$ cat config.mk
export PLATFORM = sky130hd
export DESIGN_NAME = vt100_escape_sequence_parser_flat
export DESIGN_NICKNAME = d
export VERILOG_FILES = /design/src/design/vt_pkg.sv /design/src/design/vt_stream_if.sv /design/src/design/vt_param_bank.sv /design/src/design/vt100_escape_sequence_parser.sv /design/src/flat_wrapper.sv
export SDC_FILE = /design/constraint.sdc
export NUM_CORES = 1
export LEC_CHECK = 0
export ABC_AREA = 0
export BUFFER_PORTS_ARGS = -buffer_cell sky130_fd_sc_hd__buf_4
export CORE_ASPECT_RATIO = 1.1
export CORE_MARGIN = 4
export CORE_UTILIZATION = 25
export DETAILED_ROUTE_END_ITERATION = 12
export HOLD_SLACK_MARGIN = 0.08
export MAX_ROUTING_LAYER = met4
export PLACE_DENSITY_LB_ADDON = 0.15
export SETUP_SLACK_MARGIN = 0.15
export SLEW_MARGIN = 20
export SYNTH_ARGS = -nofsm -noshare
export SYNTH_HDL_FRONTEND = slang
export SYNTH_HIERARCHICAL = 1
export SYNTH_SLANG_ARGS = --single-unit
$ cat constraint.sdc
create_clock -name clk -period 9.9 [get_ports clk]
set_clock_uncertainty 0.1 [all_clocks]
set_input_delay 0 -clock clk [delete_from_list [all_inputs] [get_ports clk]]
set_output_delay 0 -clock clk [all_outputs]
set_load 0.02 [all_outputs]
$ cat src/design/vt_pkg.sv
package vt_pkg;

    localparam int PARAM_SLOTS_DEF = 5;
    localparam int PARAM_WIDTH_DEF = 16;
    localparam int OUT_PARAMS      = 5;

    localparam logic [2:0] TK_PRINT   = 3'd0;
    localparam logic [2:0] TK_CONTROL = 3'd1;
    localparam logic [2:0] TK_ESCAPE  = 3'd2;
    localparam logic [2:0] TK_CSI     = 3'd3;
    localparam logic [2:0] TK_CHARSET = 3'd4;

    localparam logic [7:0] CH_BEL     = 8'h07;
    localparam logic [7:0] CH_BS      = 8'h08;
    localparam logic [7:0] CH_LF      = 8'h0A;
    localparam logic [7:0] CH_FF      = 8'h0C;
    localparam logic [7:0] CH_CR      = 8'h0D;
    localparam logic [7:0] CH_ESC     = 8'h1B;
    localparam logic [7:0] CH_SPACE   = 8'h20;
    localparam logic [7:0] CH_LPAREN  = 8'h28;
    localparam logic [7:0] CH_ZERO    = 8'h30;
    localparam logic [7:0] CH_SEVEN   = 8'h37;
    localparam logic [7:0] CH_EIGHT   = 8'h38;
    localparam logic [7:0] CH_NINE    = 8'h39;
    localparam logic [7:0] CH_SEMI    = 8'h3B;
    localparam logic [7:0] CH_LESS    = 8'h3C;
    localparam logic [7:0] CH_QUEST   = 8'h3F;
    localparam logic [7:0] FINAL_LO   = 8'h40;
    localparam logic [7:0] CH_A       = 8'h41;
    localparam logic [7:0] CH_B       = 8'h42;
    localparam logic [7:0] CH_C       = 8'h43;
    localparam logic [7:0] CH_D       = 8'h44;
    localparam logic [7:0] CH_E       = 8'h45;
    localparam logic [7:0] CH_F       = 8'h46;
    localparam logic [7:0] CH_G       = 8'h47;
    localparam logic [7:0] CH_H       = 8'h48;
    localparam logic [7:0] CH_I       = 8'h49;
    localparam logic [7:0] CH_J       = 8'h4A;
    localparam logic [7:0] CH_K       = 8'h4B;
    localparam logic [7:0] CH_M       = 8'h4D;
    localparam logic [7:0] CH_Z       = 8'h5A;
    localparam logic [7:0] CH_LBRACK  = 8'h5B;
    localparam logic [7:0] CH_LOWER_C = 8'h63;
    localparam logic [7:0] CH_LOWER_H = 8'h68;
    localparam logic [7:0] CH_LOWER_L = 8'h6C;
    localparam logic [7:0] FINAL_END  = 8'h7E;

    typedef struct packed {
        logic [7:0] rx_byte;
    } rx_word_t;

    typedef struct packed {
        logic [2:0]  token_kind;
        logic [7:0]  token_code;
        logic [15:0] param_a;
        logic [15:0] param_b;
        logic [15:0] param_c;
        logic [15:0] param_d;
        logic [15:0] param_e;
        logic [2:0]  separator_count;
        logic        private_flag;
        logic        space_flag;
        logic        vt52_active;
    } token_word_t;

    typedef struct packed {
        logic       clear;
        logic       digit_en;
        logic       sep_en;
        logic [3:0] digit;
    } param_ctl_t;

endpackage

$ cat src/design/vt_stream_if.sv
interface vt_stream_if #(
    parameter type word_t = logic [7:0]
);
    logic  valid;
    logic  ready;
    word_t data;

    modport source (output valid, output data, input ready);
    modport sink   (input valid, input data, output ready);
endinterface

$ cat src/design/vt_param_bank.sv
// Holds the CSI parameter slots and the current slot index. Each slot does its
// own saturating decimal accumulate when it is the current one.
module vt_param_bank
    import vt_pkg::*;
#(
    parameter int PARAM_SLOTS = PARAM_SLOTS_DEF,
    parameter int PARAM_WIDTH = PARAM_WIDTH_DEF,
    localparam int IDX_W      = $clog2(PARAM_SLOTS + 1)
) (
    input  logic                                    clk,
    input  logic                                    rst_n,
    input  param_ctl_t                              ctl,
    output logic [PARAM_SLOTS-1:0][PARAM_WIDTH-1:0] store,
    output logic [IDX_W-1:0]                        index
);

    localparam int ACC_W = PARAM_WIDTH + 4;
    localparam logic [ACC_W-1:0] ACC_MAX = {4'b0, {PARAM_WIDTH{1'b1}}};

    logic [PARAM_SLOTS-1:0][PARAM_WIDTH-1:0] store_reg;
    logic [PARAM_SLOTS-1:0][PARAM_WIDTH-1:0] store_next;
    logic [IDX_W-1:0]                        index_reg;
    logic [IDX_W-1:0]                        index_next;

    genvar i;
    generate
        for (i = 0; i < PARAM_SLOTS; i++) begin : g_slot
            logic [ACC_W-1:0] wide;
            logic [ACC_W-1:0] acc;

            assign wide = {4'b0, store_reg[i]};
            assign acc  = (wide << 3) + (wide << 1) + {{(ACC_W-4){1'b0}}, ctl.digit};

            always_comb
            begin
                store_next[i] = store_reg[i];
                if (ctl.clear)
                begin
                    store_next[i] = '0;
                end
                else if (ctl.digit_en && index_reg == IDX_W'(i))
                begin
                    store_next[i] = (acc > ACC_MAX) ? {PARAM_WIDTH{1'b1}}
                                                    : acc[PARAM_WIDTH-1:0];
                end
            end
        end
    endgenerate

    always_comb
    begin
        index_next = index_reg;
        if (ctl.clear)
        begin
            index_next = '0;
        end
        else if (ctl.sep_en && index_reg < IDX_W'(PARAM_SLOTS))
        begin
            index_next = index_reg + 1'b1;
        end
    end

    always_ff @(posedge clk or negedge rst_n)
    begin
        if (!rst_n)
        begin
            store_reg <= '0;
            index_reg <= '0;
        end
        else
        begin
            store_reg <= store_next;
            index_reg <= index_next;
        end
    end

    assign store = store_reg;
    assign index = index_reg;

    a_index_range: assert property (@(posedge clk) disable iff (!rst_n)
        index_reg <= IDX_W'(PARAM_SLOTS))
        else $error("parameter slot index beyond the last slot");

    a_clear_index: assert property (@(posedge clk) disable iff (!rst_n)
        ctl.clear |=> index_reg == '0)
        else $error("slot index not cleared at end of sequence");

    a_sep_step: assert property (@(posedge clk) disable iff (!rst_n)
        !ctl.clear && ctl.sep_en && index_reg < IDX_W'(PARAM_SLOTS)
        |=> index_reg == $past(index_reg) + 1'b1)
        else $error("separator did not advance the slot index");

endmodule

$ cat src/design/vt100_escape_sequence_parser.sv
// Channel  Dir  Word          Contents
// rx       in   rx_word_t     one received byte
// tok      out  token_word_t  decoded token: kind, code, five parameters, flags, mode
//
// One byte is taken each cycle that rx.ready is high; its token, if any, appears
// in the output register on the next cycle.
// Parse state and slots are registered along with the token when a byte is taken.
// A byte is taken while the output register is empty or being read, so a stalled
// output holds rx back only when a token is already waiting.
// Reset clears the parse state, the parameter slots and selects VT100 mode.
module vt100_escape_sequence_parser
    import vt_pkg::*;
#(
    parameter int PARAM_SLOTS = PARAM_SLOTS_DEF,
    parameter int PARAM_WIDTH = PARAM_WIDTH_DEF
) (
    input  logic        clk,
    input  logic        rst_n,
    vt_stream_if.sink   rx,
    vt_stream_if.source tok
);

    localparam int IDX_W = $clog2(PARAM_SLOTS + 1);

    localparam logic [1:0] PH_IDLE    = 2'd0;
    localparam logic [1:0] PH_ESC     = 2'd1;
    localparam logic [1:0] PH_COLLECT = 2'd2;

    logic [1:0]  phase_reg;
    logic [1:0]  phase_next;
    logic        question_reg;
    logic        question_next;
    logic        space_reg;
    logic        space_next;
    logic        charset_reg;
    logic        charset_next;
    logic        vt52_reg;
    logic        vt52_next;
    logic        out_valid_reg;
    logic        out_valid_next;
    token_word_t out_data_reg;
    token_word_t out_data_next;

    param_ctl_t                              ctl;
    logic [PARAM_SLOTS-1:0][PARAM_WIDTH-1:0] store;
    logic [IDX_W-1:0]                        index;
    logic [OUT_PARAMS-1:0][15:0]             par16;

    logic       accept;
    logic [7:0] b;
    logic       is_digit;
    logic       is_final;
    logic       esc_hit;
    logic       emit;
    logic       full;
    logic [2:0] kind;

    assign accept = rx.valid && rx.ready;
    assign b      = rx.data.rx_byte;
    assign rx.ready = !out_valid_reg || tok.ready;

    assign is_digit = (b >= CH_ZERO) && (b <= CH_NINE);
    assign is_final = (b >= FINAL_LO) && (b < FINAL_END);

    always_comb
    begin
        if (b == CH_LOWER_C || b == CH_F || b == CH_G)
        begin
            esc_hit = 1'b1;
        end
        else if (!vt52_reg)
        begin
            esc_hit = (b == CH_SEVEN) || (b == CH_EIGHT) || (b == CH_D) ||
                      (b == CH_M) || (b == CH_E);
        end
        else
        begin
            esc_hit = (b == CH_A) || (b == CH_B) || (b == CH_C) || (b == CH_D) ||
                      (b == CH_H) || (b == CH_I) || (b == CH_J) || (b == CH_K) ||
                      (b == CH_Z) || (b == CH_LESS);
        end
    end

    genvar i;
    generate
        for (i = 0; i < OUT_PARAMS; i++) begin : g_out
            if (i < PARAM_SLOTS) begin : g_used
                assign par16[i] = 16'(store[i]);
            end
            else begin : g_absent
                assign par16[i] = '0;
            end
        end
    endgenerate

    always_comb
    begin
        phase_next    = phase_reg;
        question_next = question_reg;
        space_next    = space_reg;
        charset_next  = charset_reg;
        vt52_next     = vt52_reg;
        ctl           = '{clear: 1'b0, digit_en: 1'b0, sep_en: 1'b0,
                          digit: b[3:0]};
        emit          = 1'b0;
        full          = 1'b0;
        kind          = TK_PRINT;

        case (phase_reg)
            PH_ESC:
            begin
                ctl.clear     = 1'b1;
                question_next = 1'b0;
                space_next    = 1'b0;
                if (b == CH_LBRACK || b == CH_LPAREN)
                begin
                    phase_next   = PH_COLLECT;
                    charset_next = (b == CH_LPAREN);
                end
                else
                begin
                    phase_next   = PH_IDLE;
                    charset_next = 1'b0;
                    emit         = esc_hit;
                    kind         = TK_ESCAPE;
                    if (b == CH_LOWER_C || (vt52_reg && b == CH_LESS))
                    begin
                        vt52_next = 1'b0;
                    end
                end
            end
            PH_COLLECT:
            begin
                if (is_digit && !charset_reg)
                begin
                    ctl.digit_en = 1'b1;
                end
                else if (is_digit || is_final)
                begin
                    ctl.clear     = 1'b1;
                    question_next = 1'b0;
                    space_next    = 1'b0;
                    charset_next  = 1'b0;
                    phase_next    = PH_IDLE;
                    if (charset_reg)
                    begin
                        emit = 1'b1;
                        kind = TK_CHARSET;
                    end
                    else if (!vt52_reg)
                    begin
                        emit = 1'b1;
                        full = 1'b1;
                        kind = TK_CSI;
                        if (question_reg && store[0] == PARAM_WIDTH'(2) &&
                            b == CH_LOWER_L)
                        begin
                            vt52_next = 1'b1;
                        end
                        if (question_reg && store[0] == PARAM_WIDTH'(9) &&
                            (b == CH_LOWER_H || b == CH_LOWER_L))
                        begin
                            vt52_next = 1'b0;
                        end
                    end
                    else
                    begin
                        emit = (b == CH_Z);
                        full = 1'b1;
                        kind = TK_CSI;
                    end
                end
                else if (b == CH_SEMI)
                begin
                    ctl.sep_en = 1'b1;
                end
                else if (b == CH_QUEST)
                begin
                    question_next = 1'b1;
                end
                else if (b == CH_SPACE)
                begin
                    space_next = 1'b1;
                end
            end
            default:
            begin
                phase_next = PH_IDLE;
                if (b >= CH_SPACE)
                begin
                    emit = 1'b1;
                    kind = TK_PRINT;
                end
                else if (b == CH_ESC)
                begin
                    phase_next = PH_ESC;
                end
                else if (b == CH_BEL || b == CH_BS || b == CH_LF || b == CH_FF ||
                         b == CH_CR)
                begin
                    emit = 1'b1;
                    kind = TK_CONTROL;
                end
            end
        endcase

        if (!accept)
        begin
            phase_next    = phase_reg;
            question_next = question_reg;
            space_next    = space_reg;
            charset_next  = charset_reg;
            vt52_next     = vt52_reg;
            ctl.clear     = 1'b0;
            ctl.digit_en  = 1'b0;
            ctl.sep_en    = 1'b0;
            emit          = 1'b0;
        end
    end

    always_comb
    begin
        out_data_next = '0;
        out_data_next.token_kind  = kind;
        out_data_next.token_code  = b;
        out_data_next.vt52_active = vt52_reg;
        if (full)
        begin
            out_data_next.param_a         = par16[0];
            out_data_next.param_b         = par16[1];
            out_data_next.param_c         = par16[2];
            out_data_next.param_d         = par16[3];
            out_data_next.param_e         = par16[4];
            out_data_next.separator_count = 3'(index);
            out_data_next.private_flag    = question_reg;
            out_data_next.space_flag      = space_reg;
        end
    end

    always_comb
    begin
        out_valid_next = out_valid_reg;
        if (accept)
        begin
            out_valid_next = emit;
        end
        else if (tok.ready)
        begin
            out_valid_next = 1'b0;
        end
    end

    vt_param_bank #(
        .PARAM_SLOTS (PARAM_SLOTS),
        .PARAM_WIDTH (PARAM_WIDTH)
    ) u_params (
        .clk   (clk),
        .rst_n (rst_n),
        .ctl   (ctl),
        .store (store),
        .index (index)
    );

    always_ff @(posedge clk or negedge rst_n)
    begin
        if (!rst_n)
        begin
            phase_reg     <= PH_IDLE;
            question_reg  <= 1'b0;
            space_reg     <= 1'b0;
            charset_reg   <= 1'b0;
            vt52_reg      <= 1'b0;
            out_valid_reg <= 1'b0;
        end
        else
        begin
            phase_reg     <= phase_next;
            question_reg  <= question_next;
            space_reg     <= space_next;
            charset_reg   <= charset_next;
            vt52_reg      <= vt52_next;
            out_valid_reg <= out_valid_next;
        end
    end

    always_ff @(posedge clk)
    begin
        if (accept && emit)
        begin
            out_data_reg <= out_data_next;
        end
    end

    assign tok.valid = out_valid_reg;
    assign tok.data  = out_data_reg;

    a_esc_opens: assert property (@(posedge clk) disable iff (!rst_n)
        accept && phase_reg == PH_IDLE && b == CH_ESC |=> phase_reg == PH_ESC)
        else $error("ESC in idle did not open a sequence");

    a_stall_blocks: assert property (@(posedge clk) disable iff (!rst_n)
        out_valid_reg && !tok.ready |-> !rx.ready)
        else $error("byte taken while a token waits unread");

    a_plain_fields: assert property (@(posedge clk) disable iff (!rst_n)
        out_valid_reg && out_data_reg.token_kind != TK_CSI
        |-> out_data_reg.separator_count == 3'd0 && !out_data_reg.private_flag &&
            !out_data_reg.space_flag && out_data_reg.param_a == 16'd0)
        else $error("non-CSI token carries CSI fields");

    a_vt52_csi: assert property (@(posedge clk) disable iff (!rst_n)
        out_valid_reg && out_data_reg.token_kind == TK_CSI && out_data_reg.vt52_active
        |-> out_data_reg.token_code == CH_Z)
        else $error("CSI token other than Z emitted in VT52 mode");

endmodule

$ cat src/flat_wrapper.sv
// flat-port wrapper written by rule: the top's interface ports become plain ports
module vt100_escape_sequence_parser_flat import vt_pkg::*;
#(
    parameter int PARAM_SLOTS = PARAM_SLOTS_DEF,
    parameter int PARAM_WIDTH = PARAM_WIDTH_DEF
)
  (clk, rst_n, rx_valid, rx_data, rx_ready, tok_valid, tok_data, tok_ready);
  vt_stream_if #(.word_t(rx_word_t)) rx_i ();
  vt_stream_if #(.word_t(token_word_t)) tok_i ();
  input  logic clk;
  input  logic rst_n;
  input wire logic [$bits(rx_i.valid)-1:0] rx_valid;
  input wire logic [$bits(rx_i.data)-1:0] rx_data;
  output wire logic [$bits(rx_i.ready)-1:0] rx_ready;
  output wire logic [$bits(tok_i.valid)-1:0] tok_valid;
  output wire logic [$bits(tok_i.data)-1:0] tok_data;
  input wire logic [$bits(tok_i.ready)-1:0] tok_ready;
  assign rx_i.valid = rx_valid;
  assign rx_i.data = rx_data;
  assign rx_ready = rx_i.ready;
  assign tok_valid = tok_i.valid;
  assign tok_data = tok_i.data;
  assign tok_i.ready = tok_ready;
  vt100_escape_sequence_parser #(.PARAM_SLOTS(PARAM_SLOTS), .PARAM_WIDTH(PARAM_WIDTH)) u_core (.clk(clk), .rst_n(rst_n), .rx(rx_i), .tok(tok_i));
endmodule
==> results.md <==
* Outcome: finished, final reports clean
* Register area share after synthesis at 39.7%
* Slew Viols, Final at 0
* Synthesized area per cell at 10.1 sq um
* Critical path required time at 10.14 ns
* Met1 Track Usage GR at 16.9%
* Main synth FF type: edfxtp_1
* RSZ-0062 raised after global routing: false
* Reg2Reg Setup Slack at 5.96 ns
* Post-synth net total at 1,468
* Cell count of the worst reg-to-reg path at 10
* CP Launch Point: u_core/u_params/store[32]$_DFFE_PN0P_
* Async SR Flop Fraction at 48.1%
* R2R Path Start: u_core/u_params/store[32]$_DFFE_PN0P_
* Hold crit path type: in2reg
* First-pass detailed-route iteration total at 5
* Endpoints failing hold at 0
* Initial antenna violation count at 0
* Cell area power density at 110 nW/um^2
* GRT Total Usage at 13.5%
* Worst vdd ir at 0.0912 mV
* Post-cts sizing count at 0
* Slew margin rel. at 36.2%
* Num CTS Buffers at 17
* Post-DP Area at 14,500 sq um
* Leakage at 6.64 nW
* IO Port Bufs at 110
* Routed Wire Length at 36,500 um
* DRC viols at 0
* Post-DP HPWL at 26,100 um
* Initial Utilization at 25.3%
* Fmax achieved at 254 MHz
* Num ports at 111
* Count leader, synth: ha_1
* Post-Synth Adder-Cell Area at 17.1%
* Share of layout cells above drive strength 1 at 12.9%
* First-pass GRT wire length at 58,500 um
* # fillers at 5,385
* CP Class: reg2reg
* Delay of the slowest critical-path stage at 0.74 ns
* Die Y at 247 um
* Simple-Gate Fraction of Synth Area at 15.8%
* Clock H-tree levels at 4
* Chip width at 225 um
* Routed Antenna Nets at 0
* Row cnt at 87
* Global routing's busiest layer: met2
* Area of the multi-input gates at 7520 sq um
* Critical path buffers and inverters at 1
* Setup TNS at 0 ns
* Max reg flops at 97
* Post-layout min period at 3.94 ns
* Largest net degree at the start of global routing at 74
* Post-Syn Area at 13,000 sq um
* Clock slew at reported path FFs at 0.07 ns
* WHS at 0.191 ns
* M2 GR Usage at 23.0%
* Layout Area Growth over Synthesis at 17.4%
* CTS tree: yes
* Cell taking the most area after synthesis: edfxtp_1
* CORE AREA at 51,400 sq um
* DIE AREA at 55,700 sq um
* Largest family of logic cells by synthesized area: compound AO/OA/AOI/OAI gates
* Total power at 1.68 mW
* Max-cap violations at 0
* Worst-Skew Late Latency at 0.46 ns
* CP endpoint kind: register
* Drt via density at 4.95
* Most frequent CP cell: fa_1
* Met3 GRT Util at 1.99%
* Post-synth EDFFs at 97
* WL/cell at 17.7 um
* RD Place Congestion at 0.851
* R2r endpoint: u_core/u_params/store[43]$_DFFE_PN0P_
* Cells after Synth at 1,284
* Vias in the first global route at 10,380
* Number of inserted diodes at 0
* Total gr overflow at 0
* Initial DRC Count at 589
* Reg area at 5160 sq um
* Final setup fails at 0
* Vias at 10,212
* CP Depth at 10
* CTS Buffer Depth at 2
* Top cells by count, synth: ha_1 (162), a21oi_1 (120), edfxtp_1 (97), and2_1 (93), dfrtp_1 (90)
* WP data arrival at 4.18 ns
* Clk root buf: clkbuf_16
* Synth Area in Compound Gates at 19.8%
* Post-synthesis register bit count at 187
* Xor/xnor share of the synthesized area at 4.11%
* Fin crit share at 39.8%
* Slew at the pin with the worst max-slew slack at 0.950 ns
* CP Max Fanout at 9
* Setup crit end: u_core/u_params/store[43]$_DFFE_PN0P_
* Top cells by area, synth: edfxtp_1 (22%), dfrtp_1 (17%), ha_1 (16%)
* Nets at 1,568
* Area share of the largest cell type after synthesis at 22.4%
* Worst path slowest cell: nor3_1
* Proportion of synthesized area in mux cells at 0.616%
* Nature of the critical path startpoint: register
* Delay-heaviest family, CP: compound AO/OA/AOI/OAI gates
* Final Cell Area at 15,300 sq um
* CP cell instances: fa_1 -> fa_1 -> a211oi_1 -> o21bai_1 -> o21ai_0 -> o31ai_1 -> mux2i_1 -> nor3_1 -> buf_4 -> a21oi_1
* Clock sink count at 187
* Netlist cell types at 78
* Synth warn at 6
[final cells by class]
type                    instances  area share, %
multi-input cells            1013           49.2
clock buffers                  18           2.81
repair buffers                137           7.09
well taps                     667           5.46
clock inverters                14          0.909
flip-flops and latches        187           33.8
inverters                      28          0.688
[report_power, final]
| group | leakage, nW | internal [mW] | switching (mW) |
|---|---|---|---|
| combinational | 4.21 | 0.0463 | 0.0834 |
| sequential | 2.16 | 0.845 | 0.00882 |
| clock | 0.269 | 0.353 | 0.342 |
[how the worst min path moves through the flow]
stage / from / depth (start not counted) / to
global route: tok_ready / 5 / u_core/question_reg$_DFFE_PN0P_
finish: tok_ready / 5 / u_core/question_reg$_DFFE_PN0P_
floorplan: rst_n / 0 / u_core/charset_reg$_DFFE_PN0P_
detailed placement: rst_n / 1 / u_core/u_params/store[40]$_DFFE_PN0P_
global placement: rst_n / 1 / u_core/u_params/store[41]$_DFFE_PN0P_
CTS: tok_ready / 5 / u_core/question_reg$_DFFE_PN0P_
[per-stage QoR]
stage / setup WS, ns / utilization (%) / instances
after floorplan: 0.905 / - / 1284
after global placement: 5.93 / 28.3 / 2016
after detailed placement: 5.92 / 28.3 / 2016
after CTS: 5.93 / 29.7 / 2064
after global routing: 5.62 / 29.7 / 2064
final: 5.96 / 29.7 / 2064
[worst reg2reg max path: cells and delay by family, from the launching register on]
family / cells / cell delay (ns)
fa+ha+maj: 2 / 1.02
flops: 1 / 0.45
simple gates: 1 / 0.74
mux: 1 / 0.16
buf+inv: 1 / 0.32
compound gates: 5 / 1.04
[layer usage]
layer  up-vias  wire (um)
met5         -          0
met4         0        442
met3        21       1070
met2       158      18100
met1      4975      16900
li1       5058          -
[timing repair]
item / 4_1_cts / 5_1_grt
endpoints found under the hold margin: 47 / 0
setup buffers: 0 / 0
hold buffers: 16 / 0
[logic make-up (layout without fill, tap and decap cells)]
kind of cell | count (synthesis) | in the layout
mux | 8 | 8
simple gates | 380 | 380
fa+ha+maj | 172 | 172
flops | 187 | 187
xor+xnor | 61 | 61
buf+inv | 84 | 197
compound gates | 392 | 392
[cell usage in the layout, fill, tap and decap left out, drive strengths merged, types with 5 or more instances in the layout]
| master | instances |
|---|---|
| nor3 | 11 |
| o21a | 15 |
| clkbuf | 18 |
| o21ai | 56 |
| dlygate4sd3 | 15 |
| mux2i | 8 |
| nand3 | 22 |
| nand4 | 29 |
| ha | 162 |
| xnor2 | 32 |
| edfxtp | 97 |
| dfrtp | 90 |
| xor2 | 29 |
| o211ai | 14 |
| a31oi | 22 |
| nor4 | 11 |
| nor2b | 9 |
| nor2 | 83 |
| nand2b | 10 |
| buf | 122 |
| a21oi | 122 |
| a21o | 15 |
| nand4b | 6 |
| nand2 | 68 |
| o21bai | 10 |
| and2 | 93 |
| a22o | 16 |
| or3 | 5 |
| fa | 10 |
| and3 | 7 |
| inv | 33 |
| a211oi | 64 |
No activity file was read; power rests on OpenSTA's default activity.
